$ cat config.mk
export PLATFORM = sky130hd
export DESIGN_NAME = ttl_lru_cache
export DESIGN_NICKNAME = d
export VERILOG_FILES = /design/src/sv/tlc_pkg.sv /design/src/sv/tlc_store.sv /design/src/sv/tlc_engine.sv /design/src/sv/ttl_lru_cache.sv
export SDC_FILE = /design/constraint.sdc
export NUM_CORES = 2
export LEC_CHECK = 0
export BUFFER_PORTS_ARGS = -buffer_cell sky130_fd_sc_hd__buf_2
export CAP_MARGIN = 10
export CORE_ASPECT_RATIO = 0.9
export CORE_UTILIZATION = 31
export CTS_BUF_LIST = sky130_fd_sc_hd__clkbuf_4
export DETAILED_ROUTE_END_ITERATION = 8
export GPL_TIMING_DRIVEN = 0
export MAX_ROUTING_LAYER = met4
export PLACE_DENSITY_LB_ADDON = 0.05
export SLEW_MARGIN = 30
export SYNTH_ARGS = -nofsm -noshare
export SYNTH_HDL_FRONTEND = slang
export SYNTH_HIERARCHICAL = 1
export SYNTH_SLANG_ARGS = --single-unit
$ cat constraint.sdc
create_clock -name clk_i -period 19.2 [get_ports clk_i]
set_input_delay 0.96 -clock clk_i [delete_from_list [all_inputs] [get_ports clk_i]]
set_output_delay 0.96 -clock clk_i [all_outputs]
set_load 0.02 [all_outputs]
$ cat src/sv/tlc_pkg.sv
package tlc_pkg;

  // Cache geometry.
  localparam int unsigned SLOTS   = 16;
  localparam int unsigned SLOT_W  = (SLOTS > 1) ? $clog2(SLOTS) : 1;
  localparam int unsigned CNT_W   = $clog2(SLOTS + 1);

  // Field widths.
  localparam int unsigned KIND_W  = 2;
  localparam int unsigned KEY_W   = 64;
  localparam int unsigned VALUE_W = 64;
  localparam int unsigned TIME_W  = 48;
  localparam int unsigned TTL_W   = 48;
  localparam int unsigned CMP_W   = (TIME_W > TTL_W) ? TIME_W : TTL_W;

  // Register port: one 64-bit register per 8-byte word.
  localparam int unsigned DATA_W    = 64;
  localparam int unsigned ADDR_W    = 4;
  localparam int unsigned REG_IDX_W = ADDR_W - 3;
  localparam logic [REG_IDX_W-1:0] REG_TTL = '0;

  localparam logic [TTL_W-1:0] TTL_RESET = TTL_W'(1000);

  typedef enum logic [KIND_W-1:0] {
    KIND_PUT = 2'd0,
    KIND_GET = 2'd1,
    KIND_INV = 2'd2
  } kind_e;

  typedef struct packed {
    kind_e               kind;
    logic [KEY_W-1:0]    key;
    logic [VALUE_W-1:0]  wval;
    logic [TIME_W-1:0]   now;
  } req_t;

  typedef struct packed {
    logic [KEY_W-1:0]    key;
    logic [TIME_W-1:0]   stamp;
    logic [VALUE_W-1:0]  value;
  } entry_t;

  typedef struct packed {
    logic                en;
    logic [SLOT_W-1:0]   idx;
    entry_t              data;
  } wr_t;

  typedef struct packed {
    logic                valid;
    logic                status;
    logic [VALUE_W-1:0]  value;
  } rslt_t;

endpackage

$ cat src/sv/tlc_store.sv
module tlc_store (
  input  logic                              clk_i,
  input  logic [tlc_pkg::SLOT_W-1:0]        rd_idx_i,
  output tlc_pkg::entry_t                   rd_data_o,
  input  tlc_pkg::wr_t                      wr_i
);

  // Key, timestamp and value of every slot, one write and one read port.
  tlc_pkg::entry_t mem_q [tlc_pkg::SLOTS];
  tlc_pkg::entry_t rd_q;

  always_ff @(posedge clk_i) begin
    if (wr_i.en) begin
      mem_q[wr_i.idx] <= wr_i.data;
    end
  end

  always_ff @(posedge clk_i) begin
    rd_q <= mem_q[rd_idx_i];
  end

  assign rd_data_o = rd_q;

endmodule

$ cat src/sv/tlc_engine.sv
module tlc_engine (
  input  logic                              clk_i,
  input  logic                              rst_ni,
  input  logic                              req_valid_i,
  output logic                              req_ready_o,
  input  tlc_pkg::req_t                     req_i,
  input  logic [tlc_pkg::TTL_W-1:0]         ttl_i,
  output logic [tlc_pkg::SLOT_W-1:0]        rd_idx_o,
  input  tlc_pkg::entry_t                   rd_data_i,
  output tlc_pkg::wr_t                      wr_o,
  output tlc_pkg::rslt_t                    rslt_o,
  input  logic                              rslt_ready_i
);

  typedef enum logic [2:0] {
    ST_IDLE  = 3'b001,
    ST_SCAN  = 3'b010,
    ST_WRITE = 3'b100
  } state_e;

  state_e                          state_q;
  logic [tlc_pkg::CNT_W-1:0]       cnt_q;
  tlc_pkg::req_t                   req_q;
  logic [tlc_pkg::SLOTS-1:0]       valid_q;
  logic                            found_q;
  logic                            free_found_q;
  logic [tlc_pkg::SLOT_W-1:0]      match_idx_q;
  logic [tlc_pkg::TIME_W-1:0]      match_stamp_q;
  logic [tlc_pkg::VALUE_W-1:0]     match_value_q;
  logic [tlc_pkg::SLOT_W-1:0]      free_idx_q;
  logic [tlc_pkg::SLOT_W-1:0]      old_idx_q;
  logic [tlc_pkg::TIME_W-1:0]      old_stamp_q;

  logic                            accept;
  logic                            advance;
  logic                            examining;
  logic [tlc_pkg::CNT_W-1:0]       cnt_m1;
  logic [tlc_pkg::SLOT_W-1:0]      exam_idx;
  logic                            exam_valid;
  logic                            key_hit;
  logic                            older;
  logic [tlc_pkg::TIME_W-1:0]      age;
  logic                            expired;
  logic                            set_valid;
  logic                            clr_valid;

  assign req_ready_o = (state_q == ST_IDLE);
  assign accept      = req_valid_i && req_ready_o;
  assign advance     = (state_q == ST_WRITE) && rslt_ready_i;

  // The read issued for slot c returns in the next cycle, when the count is c+1.
  assign rd_idx_o   = cnt_q[tlc_pkg::SLOT_W-1:0];
  assign cnt_m1     = cnt_q - tlc_pkg::CNT_W'(1);
  assign exam_idx   = cnt_m1[tlc_pkg::SLOT_W-1:0];
  assign examining  = (state_q == ST_SCAN) && (cnt_q != '0);
  assign exam_valid = valid_q[exam_idx];

  // Shared compare unit: one key compare and one timestamp compare per slot.
  assign key_hit = exam_valid && (rd_data_i.key == req_q.key);
  assign older   = rd_data_i.stamp < old_stamp_q;

  assign age     = req_q.now - match_stamp_q;
  assign expired = tlc_pkg::CMP_W'(age) > tlc_pkg::CMP_W'(ttl_i);

  always_comb begin
    wr_o            = '0;
    wr_o.idx        = match_idx_q;
    wr_o.data.key   = req_q.key;
    wr_o.data.stamp = req_q.now;
    wr_o.data.value = req_q.wval;
    rslt_o          = '0;
    rslt_o.valid    = (state_q == ST_WRITE);
    set_valid       = 1'b0;
    clr_valid       = 1'b0;
    unique case (req_q.kind)
      tlc_pkg::KIND_PUT: begin
        wr_o.en   = advance;
        set_valid = advance;
        if (!found_q) begin
          wr_o.idx = free_found_q ? free_idx_q : old_idx_q;
        end
      end
      tlc_pkg::KIND_GET: begin
        if (!found_q) begin
          rslt_o.status = 1'b1;
        end else if (expired) begin
          rslt_o.status = 1'b1;
          clr_valid     = advance;
        end else begin
          wr_o.en         = advance;
          wr_o.data.value = match_value_q;
          rslt_o.value    = match_value_q;
        end
      end
      tlc_pkg::KIND_INV: begin
        if (found_q) begin
          wr_o.en         = advance;
          clr_valid       = advance;
          wr_o.data.stamp = match_stamp_q;
          wr_o.data.value = '0;
        end
      end
      default: begin
      end
    endcase
  end

  always_ff @(posedge clk_i or negedge rst_ni) begin
    if (!rst_ni) begin
      state_q <= ST_IDLE;
      cnt_q   <= '0;
    end else begin
      unique case (state_q)
        ST_IDLE: begin
          if (accept) begin
            state_q <= ST_SCAN;
            cnt_q   <= '0;
          end
        end
        ST_SCAN: begin
          if (cnt_q == tlc_pkg::CNT_W'(tlc_pkg::SLOTS)) begin
            state_q <= ST_WRITE;
          end else begin
            cnt_q <= cnt_q + tlc_pkg::CNT_W'(1);
          end
        end
        ST_WRITE: begin
          if (advance) begin
            state_q <= ST_IDLE;
          end
        end
        default: begin
          state_q <= ST_IDLE;
        end
      endcase
    end
  end

  always_ff @(posedge clk_i or negedge rst_ni) begin
    if (!rst_ni) begin
      valid_q <= '0;
    end else if (set_valid) begin
      valid_q[wr_o.idx] <= 1'b1;
    end else if (clr_valid) begin
      valid_q[wr_o.idx] <= 1'b0;
    end
  end

  always_ff @(posedge clk_i or negedge rst_ni) begin
    if (!rst_ni) begin
      found_q      <= 1'b0;
      free_found_q <= 1'b0;
    end else if (accept) begin
      found_q      <= 1'b0;
      free_found_q <= 1'b0;
    end else if (examining) begin
      if (key_hit) begin
        found_q <= 1'b1;
      end
      if (!exam_valid) begin
        free_found_q <= 1'b1;
      end
    end
  end

  always_ff @(posedge clk_i) begin
    if (accept) begin
      req_q <= req_i;
    end
    if (examining) begin
      if (key_hit && !found_q) begin
        match_idx_q   <= exam_idx;
        match_stamp_q <= rd_data_i.stamp;
        match_value_q <= rd_data_i.value;
      end
      if (!exam_valid && !free_found_q) begin
        free_idx_q <= exam_idx;
      end
      if ((exam_idx == '0) || older) begin
        old_idx_q   <= exam_idx;
        old_stamp_q <= rd_data_i.stamp;
      end
    end
  end

  a_accept_starts_scan: assert property (@(posedge clk_i) disable iff (!rst_ni)
    accept |=> (state_q == ST_SCAN) && (cnt_q == '0))
    else $error("scan did not start from slot zero after a transfer");

  a_scan_ends: assert property (@(posedge clk_i) disable iff (!rst_ni)
    ((state_q == ST_SCAN) && (cnt_q == tlc_pkg::CNT_W'(tlc_pkg::SLOTS)))
      |=> (state_q == ST_WRITE))
    else $error("scan did not hand over to write-back");

  a_put_sets_valid: assert property (@(posedge clk_i) disable iff (!rst_ni)
    (wr_o.en && (req_q.kind == tlc_pkg::KIND_PUT)) |=> valid_q[$past(wr_o.idx)])
    else $error("slot written by a put is not marked valid");

  a_hit_needs_match: assert property (@(posedge clk_i) disable iff (!rst_ni)
    (rslt_o.valid && (req_q.kind == tlc_pkg::KIND_GET) && !rslt_o.status) |-> found_q)
    else $error("get reported a hit without a matching slot");

  a_write_returns_idle: assert property (@(posedge clk_i) disable iff (!rst_ni)
    advance |=> (state_q == ST_IDLE) && !wr_o.en)
    else $error("write-back did not return to idle");

endmodule

$ cat src/sv/ttl_lru_cache.sv
// A request transfer produces its result in the output register after the scan and the
// write-back. The scan reads one slot per cycle through the single read port of the slot
// memory, and the block takes no new request until the write-back of the last one is done.
// Reset (rst_ni, asynchronous, active low) clears every slot's valid bit, empties the
// output register and loads the TTL register with 1000; slot contents are not cleared.
// The block is ready as soon as reset is released and takes a request at the first edge.
module ttl_lru_cache (
  input  logic                              clk_i,
  input  logic                              rst_ni,

  // Request channel.
  input  logic                              in_valid_i,
  output logic                              in_ready_o,
  input  logic [tlc_pkg::KIND_W-1:0]        kind_i,
  input  logic [tlc_pkg::KEY_W-1:0]         key_i,
  input  logic [tlc_pkg::VALUE_W-1:0]       write_value_i,
  input  logic [tlc_pkg::TIME_W-1:0]        now_ms_i,

  // Result channel.
  output logic                              out_valid_o,
  input  logic                              out_ready_i,
  output logic                              status_o,
  output logic [tlc_pkg::VALUE_W-1:0]       read_value_o,

  // Register port.
  input  logic                              psel,
  input  logic                              penable,
  input  logic                              pwrite,
  input  logic [tlc_pkg::ADDR_W-1:0]        paddr,
  input  logic [tlc_pkg::DATA_W-1:0]        pwdata,
  output logic [tlc_pkg::DATA_W-1:0]        prdata,
  output logic                              pready
);

  // The TTL register is the only register. It sits at byte address 0; the low three
  // address bits select a byte within the 64-bit word and are not decoded.
  logic [tlc_pkg::TTL_W-1:0]      ttl_q;
  logic [tlc_pkg::REG_IDX_W-1:0]  reg_idx;
  logic                           cfg_wr;

  assign pready  = 1'b1;
  assign reg_idx = paddr[tlc_pkg::ADDR_W-1:3];
  assign cfg_wr  = psel && penable && pwrite;

  always_ff @(posedge clk_i or negedge rst_ni) begin
    if (!rst_ni) begin
      ttl_q <= tlc_pkg::TTL_RESET;
    end else if (cfg_wr && (reg_idx == tlc_pkg::REG_TTL)) begin
      ttl_q <= pwdata[tlc_pkg::TTL_W-1:0];
    end
  end

  always_comb begin
    unique case (reg_idx)
      tlc_pkg::REG_TTL: prdata = tlc_pkg::DATA_W'(ttl_q);
      default:          prdata = '0;
    endcase
  end

  // The request fields go straight to the sequencer, which captures them on the transfer.
  tlc_pkg::req_t   req;
  tlc_pkg::entry_t rd_data;
  tlc_pkg::wr_t    wr;
  tlc_pkg::rslt_t  rslt;
  logic [tlc_pkg::SLOT_W-1:0] rd_idx;
  logic            rslt_ready;

  assign req.kind = tlc_pkg::kind_e'(kind_i);
  assign req.key  = key_i;
  assign req.wval = write_value_i;
  assign req.now  = now_ms_i;

  // The sequencer scans every slot once per request, looking for the matching key,
  // the first free slot and the oldest timestamp, then performs at most one write-back.
  tlc_engine u_engine (
    .clk_i        (clk_i),
    .rst_ni       (rst_ni),
    .req_valid_i  (in_valid_i),
    .req_ready_o  (in_ready_o),
    .req_i        (req),
    .ttl_i        (ttl_q),
    .rd_idx_o     (rd_idx),
    .rd_data_i    (rd_data),
    .wr_o         (wr),
    .rslt_o       (rslt),
    .rslt_ready_i (rslt_ready)
  );

  tlc_store u_store (
    .clk_i     (clk_i),
    .rd_idx_i  (rd_idx),
    .rd_data_o (rd_data),
    .wr_i      (wr)
  );

  // Output register: a finished result waits here, so the sequencer can take the next
  // request while the downstream side stalls.
  logic                         out_valid_q;
  logic                         status_q;
  logic [tlc_pkg::VALUE_W-1:0]  read_value_q;
  logic                         load;

  assign rslt_ready = !out_valid_q || out_ready_i;
  assign load       = rslt.valid && rslt_ready;

  always_ff @(posedge clk_i or negedge rst_ni) begin
    if (!rst_ni) begin
      out_valid_q <= 1'b0;
    end else if (load) begin
      out_valid_q <= 1'b1;
    end else if (out_ready_i) begin
      out_valid_q <= 1'b0;
    end
  end

  always_ff @(posedge clk_i) begin
    if (load) begin
      status_q     <= rslt.status;
      read_value_q <= rslt.value;
    end
  end

  assign out_valid_o  = out_valid_q;
  assign status_o     = status_q;
  assign read_value_o = read_value_q;

endmodule

Yosys cells after proc, flatten, opt, wreduce, memory -nomap -nowiden
Memory sizes are Yosys's and may differ from the RTL's. A register that Yosys moved wholly into a read port is not among the register bits.
Index checks and enable logic that the tools add are counted.

word-level totals
  register bits after elaboration = 490
  RAM bits = 2,816
  input bits = 253
  output and inout bits = 132
  logic and storage cells = 120
  memories = 1

memory list
  name           words  width  read ports  clocked after Yosys merged registers in  wr ports  RTL line        text
  u_store.mem_q  16     176    1           1                                        1         tlc_store.sv:9  tlc_pkg::entry_t mem_q [tlc_pkg::SLOTS];

cells by class
  add/subtract/negate cells = 3
  magnitude comparators = 5
  equality and inequality tests = 12
  multiplexer cells = 42
  bitwise gates (word level) = 6
  reduce and logical (&&, ||, !) cells = 32

operators by type and width
  cell                count
  $mux 64             2
  $pmux 64 s2         1
  $mux 112            1
  $mux 48             2
  $eq 64x64->1        1
  $gt 48x48->1        1
  $lt 48x48->1        1
  $sub 48x48->48      1
  $mux 16             2
  $mux 1              20
  $and 16x16->16      1
  $not 16->16         1
  $or 16x16->16       1
  $mux 4              3
  $logic_and 1x1->1   10
  $lt 4x5->1 const B  2
  $mux 5              2
  $pmux 5 s2          1
  $reduce_and 2->1    5
  $reduce_bool 2->1   5
  $mux 3              3
  $pmux 3 s3          1
  $ne 2x2->1 const B  3
  $reduce_and 3->1    2
  other kinds (21)    28

Logic depth before layout (Yosys ltp)
  depth in word-level cells = 11
  gate-level depth with buffers = 24
  gate-level depth less buffers = 23

Modules after synthesis
Netlist, hierarchy kept.

by module, submodules not included
  module         instances  cells an instance  area an instance (um^2)  sequential area each (um^2)
  tlc_store      1          4,601              109,134.7                88,084.5
  tlc_engine     1          1,739              20,328.2                 11,162.0
  ttl_lru_cache  1          243                4,342.9                  3,185.6

Worst setup path before layout
Ideal clock, no wire load.

  path type = register to register
  from = register u_engine/req_q[0] in the netlist's numbering
  to = memory u_store/mem_q[0][0] in the netlist's numbering, enable pin
  setup time = 927 ps
  arrival = 16,580 ps
  data required time = 18,273 ps
  slack = 1,693 ps
  stages on the path, launching flop included = 24
  buffers on the path = 1
  clock period less this slack = 17,507 ps
  cells stage by stage = edfxtp_1 -> inv_1 -> ha_1 -> inv_1 -> fa_1 -> a21o_1 -> a311o_1 -> nand4_1 -> and2_1 -> o311a_1 -> o21ai_1 -> a21boi_1 -> xnor2_1 -> ha_1 -> nand4_1 -> nor3_1 -> nand4_1 -> nor3_1 -> a31oi_1 -> nor2_1 -> buf_2 -> o311a_1 -> or3b_2 -> nor3_1

RTL lines
  item                      RTL line           text
  start: declaration        tlc_engine.sv:23   tlc_pkg::req_t req_q;
  start signal: assignment  tlc_engine.sv:168  req_q <= req_i;
  end: declaration          tlc_store.sv:9

==> results_dict.tcl <==
set metrics [dict create \
    dieArea_um2 434000 \
    crit_fanout 10 \
    grt_pass1_wl_mm 620 \
    die_w_um 695 \
    cts_tree "built" \
    core-area_um2 429000 \
    hold_path_class "in2reg" \
    synth_seq_cells 3482 \
    synth_area_per_cell_um2 20.3 \
    post-cts-setup-buffer-count 0 \
    clock_skew_ns 0.111 \
    clock_latency_ns 1.71 \
    synth_largest_area_cell "edfxtp_1" \
    regToRegStartpoint "u_engine/req_q[0]" \
    track_usage_pct 21.1 \
    path_class "reg2reg" \
    globalRoute.totalOverflow 0 \
    via_count 74900 \
    yosys_warnings 6 \
    synth_edf_count 3231 \
    cts_buffer_depth 4 \
    io_buffers 348 \
    cp.required_ns 20.53 \
    synth_top_area_share_pct 72.5 \
    num_io_pins 385 \
    tightest_slew_ns 1.09 \
    rsz0062_at_grt "false" \
    yosys-top-cells-area "edfxtp_1 (73%), mux4_2 (11%), dfxtp_1 (2.6%)" \
    start_util_pct 31.2 \
    status "complete, no violations" \
    root_buffer "clkbuf_4" \
    finalCritPeriodShare_pct 55.2 \
    async_reset_ff_share_pct 2.15 \
    total_power_mw 20.0 \
    worstSetupStartpointType "flop" \
    syn_to_final_growth_pct 26.1 \
    crit_path_top_delay_cell "nand4_1" \
    die_h_um 625 \
    numCtsBuffers 917 \
    cp-end-kind "flop" \
    nets 9215 \
    cp.arrival_ns 11.92 \
    gp_congestion 0.765 \
    finalSetupTns_ns 0 \
    crit_family "simple AND/OR/NAND/NOR gates" \
    grt_max_degree 52 \
    h-tree-depth 6 \
    final_cell_area_um2 169000 \
    synth.top_cells.by_count "edfxtp_1 (3231), mux4_2 (662), a22oi_1 (296)" \
    max-vdd-ir-drop_mv 0.0748 \
    placed_cell_area_um2 151000 \
    netlist-cell-type-count 74 \
    synth_ff_type "edfxtp_1" \
    final.min_clock_period_ns 10.59 \
    yosysSeqAreaShare_pct 76.6 \
    antenna_found_initial 32 \
    critical_path.most_common_cell "buf_4" \
    cp-startpoint "u_engine/req_q[0]" \
    dp.cells 13100 \
    drt_wl_total_mm 451 \
    relSlewSlack_pct 27.5 \
    dr.first_iter.drc_count 6667 \
    wl_per_cell_um 29.3 \
    rows 228 \
    fmax_mhz 94.4 \
    syn_area_um2 134000 \
    drive_gt1_share_pct 36.8 \
    post_drt_via_cell_ratio 4.86 \
    power.density_nw_per_um2 119 \
    dp_hpwl_mm 310 \
    final_cells 15400 \
    crit_buf_inv 12 \
    final_max_slew_viol_count 0 \
    antenna_left 0 \
    cts-resized-gates 0 \
    maxCapViolations 0 \
    drc_errors 0 \
    clock_sinks 3482 \
    dp_slack_ns 8.47 \
    setup_violations 0 \
    drt_first_pass_iters 6 \
    path_clk_slew_ns 0.07 \
    max_stage_delay_ns 0.76 \
    yosys.cell_count.top_type "edfxtp_1" \
    p_leak_nw 58.3 \
    setup_ws_ns 8.61 \
    finalHoldViolations 0 \
    grt_pass1_vias 78100 \
    hold_start "penable" \
    syn_inst 6583 \
]
==> routing by layer <==
metal  global-route usage [%]  routed length [um]  vias up
li1                         -                   -    32100
met1                     29.0              206000    39800
met2                     32.8              212000     2410
met3                     3.35               24100      606
met4                     5.33                9800        0
met5                        -                   0        -
==> per-stage QoR <==
stage | hold slack [ns] | utilization (%)
global placement | 0.387 | 33.3
finish | 0.269 | 39.3
detailed placement | 0.389 | 35.3
CTS | 0.0418 | 39.3
floorplan | 0.386 | -
global route | 0.154 | 39.3
==> area by class of cell <==
cell class	instances	area (um2)
fillers	39800	260000
flip-flops and latches	3482	102000
multi-input cells	2540	29000
repair buffers	1294	14900
clock buffers	1464	11000
well taps	5750	7190
plain buffers	392	2200
clock inverters	245	1160
inverters	184	698
diodes	41	103
==> final timing paths <==
kind | to | slack, ns | cells after the start
max | u_store/mem_q[12][62] | 8.61 | 32
min | ttl_q[45] | 0.27 | 4
max reg2reg | u_store/mem_q[12][62] | 8.61 | 32
min reg2reg | u_engine/match_value_q[63] | 0.37 | 0
max in group asynchronous | ttl_q[5] | 18.21 | 5
min in group asynchronous | ttl_q[37] | 0.32 | 4
==> state kept, by name (all words and copies together), names as in the netlist, named ones only <==
signal,count
read_value_o,64
u_engine/match_value_q,64
u_engine/found_q,1
u_engine/free_idx_q,4
u_engine/cnt_q,5
u_store/rd_data_o,176
status_o,1
u_engine/req_q,114
u_store/mem_q,2816
u_engine/wr_o,64
ttl_q,48
u_engine/old_idx_q,4
u_engine/state_q,3
u_engine/free_found_q,1
out_valid_o,1
u_engine/match_idx_q,4
u_engine/old_stamp_q,48
u_engine/match_stamp_q,48
==> placed cells by master, fill, tap and decap left out, drive strengths merged, types with 9 or more instances in the layout <==
master / n
a221oi: 20
nand4: 42
clkbuf: 1601
a31oi: 11
a21oi: 87
conb: 17
a22oi: 296
o211ai: 9
nor2: 76
mux4: 662
dfrtp: 68
mux2i: 58
o22a: 10
a22o: 65
clkinv: 211
nand2b: 38
and2: 75
mux2: 134
and3: 10
nor2b: 92
diode: 41
o21ai: 129
buf: 1055
ha: 150
a21o: 50
nor3: 23
dlygate4sd3: 494
nand2: 236
nor4: 9
o21a: 10
xnor2: 74
xor2: 38
inv: 207
o221ai: 31
edfxtp: 3231
nand3: 26
dfxtp: 176
==> timing repair <==
item                                    in CTS  in global routing
hold endpoints to repair                   344                  0
endpoints found under the setup margin       0                  0
hold buffers                               495                  0
==> power breakdown <==
part	leakage [nW]	switching, mW	internal, mW	total [mW]
registers	31.6	0.226	8.99	9.22
logic	19.4	2.53	1.61	4.14
clock network	7.32	3.18	3.51	6.69
==> cells by family (layout without fill, tap and decap cells) <==
| logic type | count (synthesis) | in the layout | share of synthesized area (%) |
|---|---|---|---|
| compound gates | 757 | 757 | 4.01 |
| xor+xnor | 112 | 112 | 0.733 |
| flops | 3482 | 3482 | 76.6 |
| mux | 854 | 854 | 12.8 |
| other cells | 2 | 58 | 0.00561 |
| simple gates | 649 | 649 | 2.44 |
| buf+inv | 576 | 3579 | 2.08 |
| fa+ha+maj | 151 | 151 | 1.42 |
==> worst reg2reg max path: cells and delay by family, from the launching register on <==
family                     cells  cell delay, ns
AOI/OAI and AO/OA              7            2.42
xor gates and xnor gates       1            0.11
adders and majority gates      3            0.89
buffers and inverters         12            2.47
DFF                            1            0.37
and+or+nand+nor                9            4.04
Power figures use the tool's default switching activity.
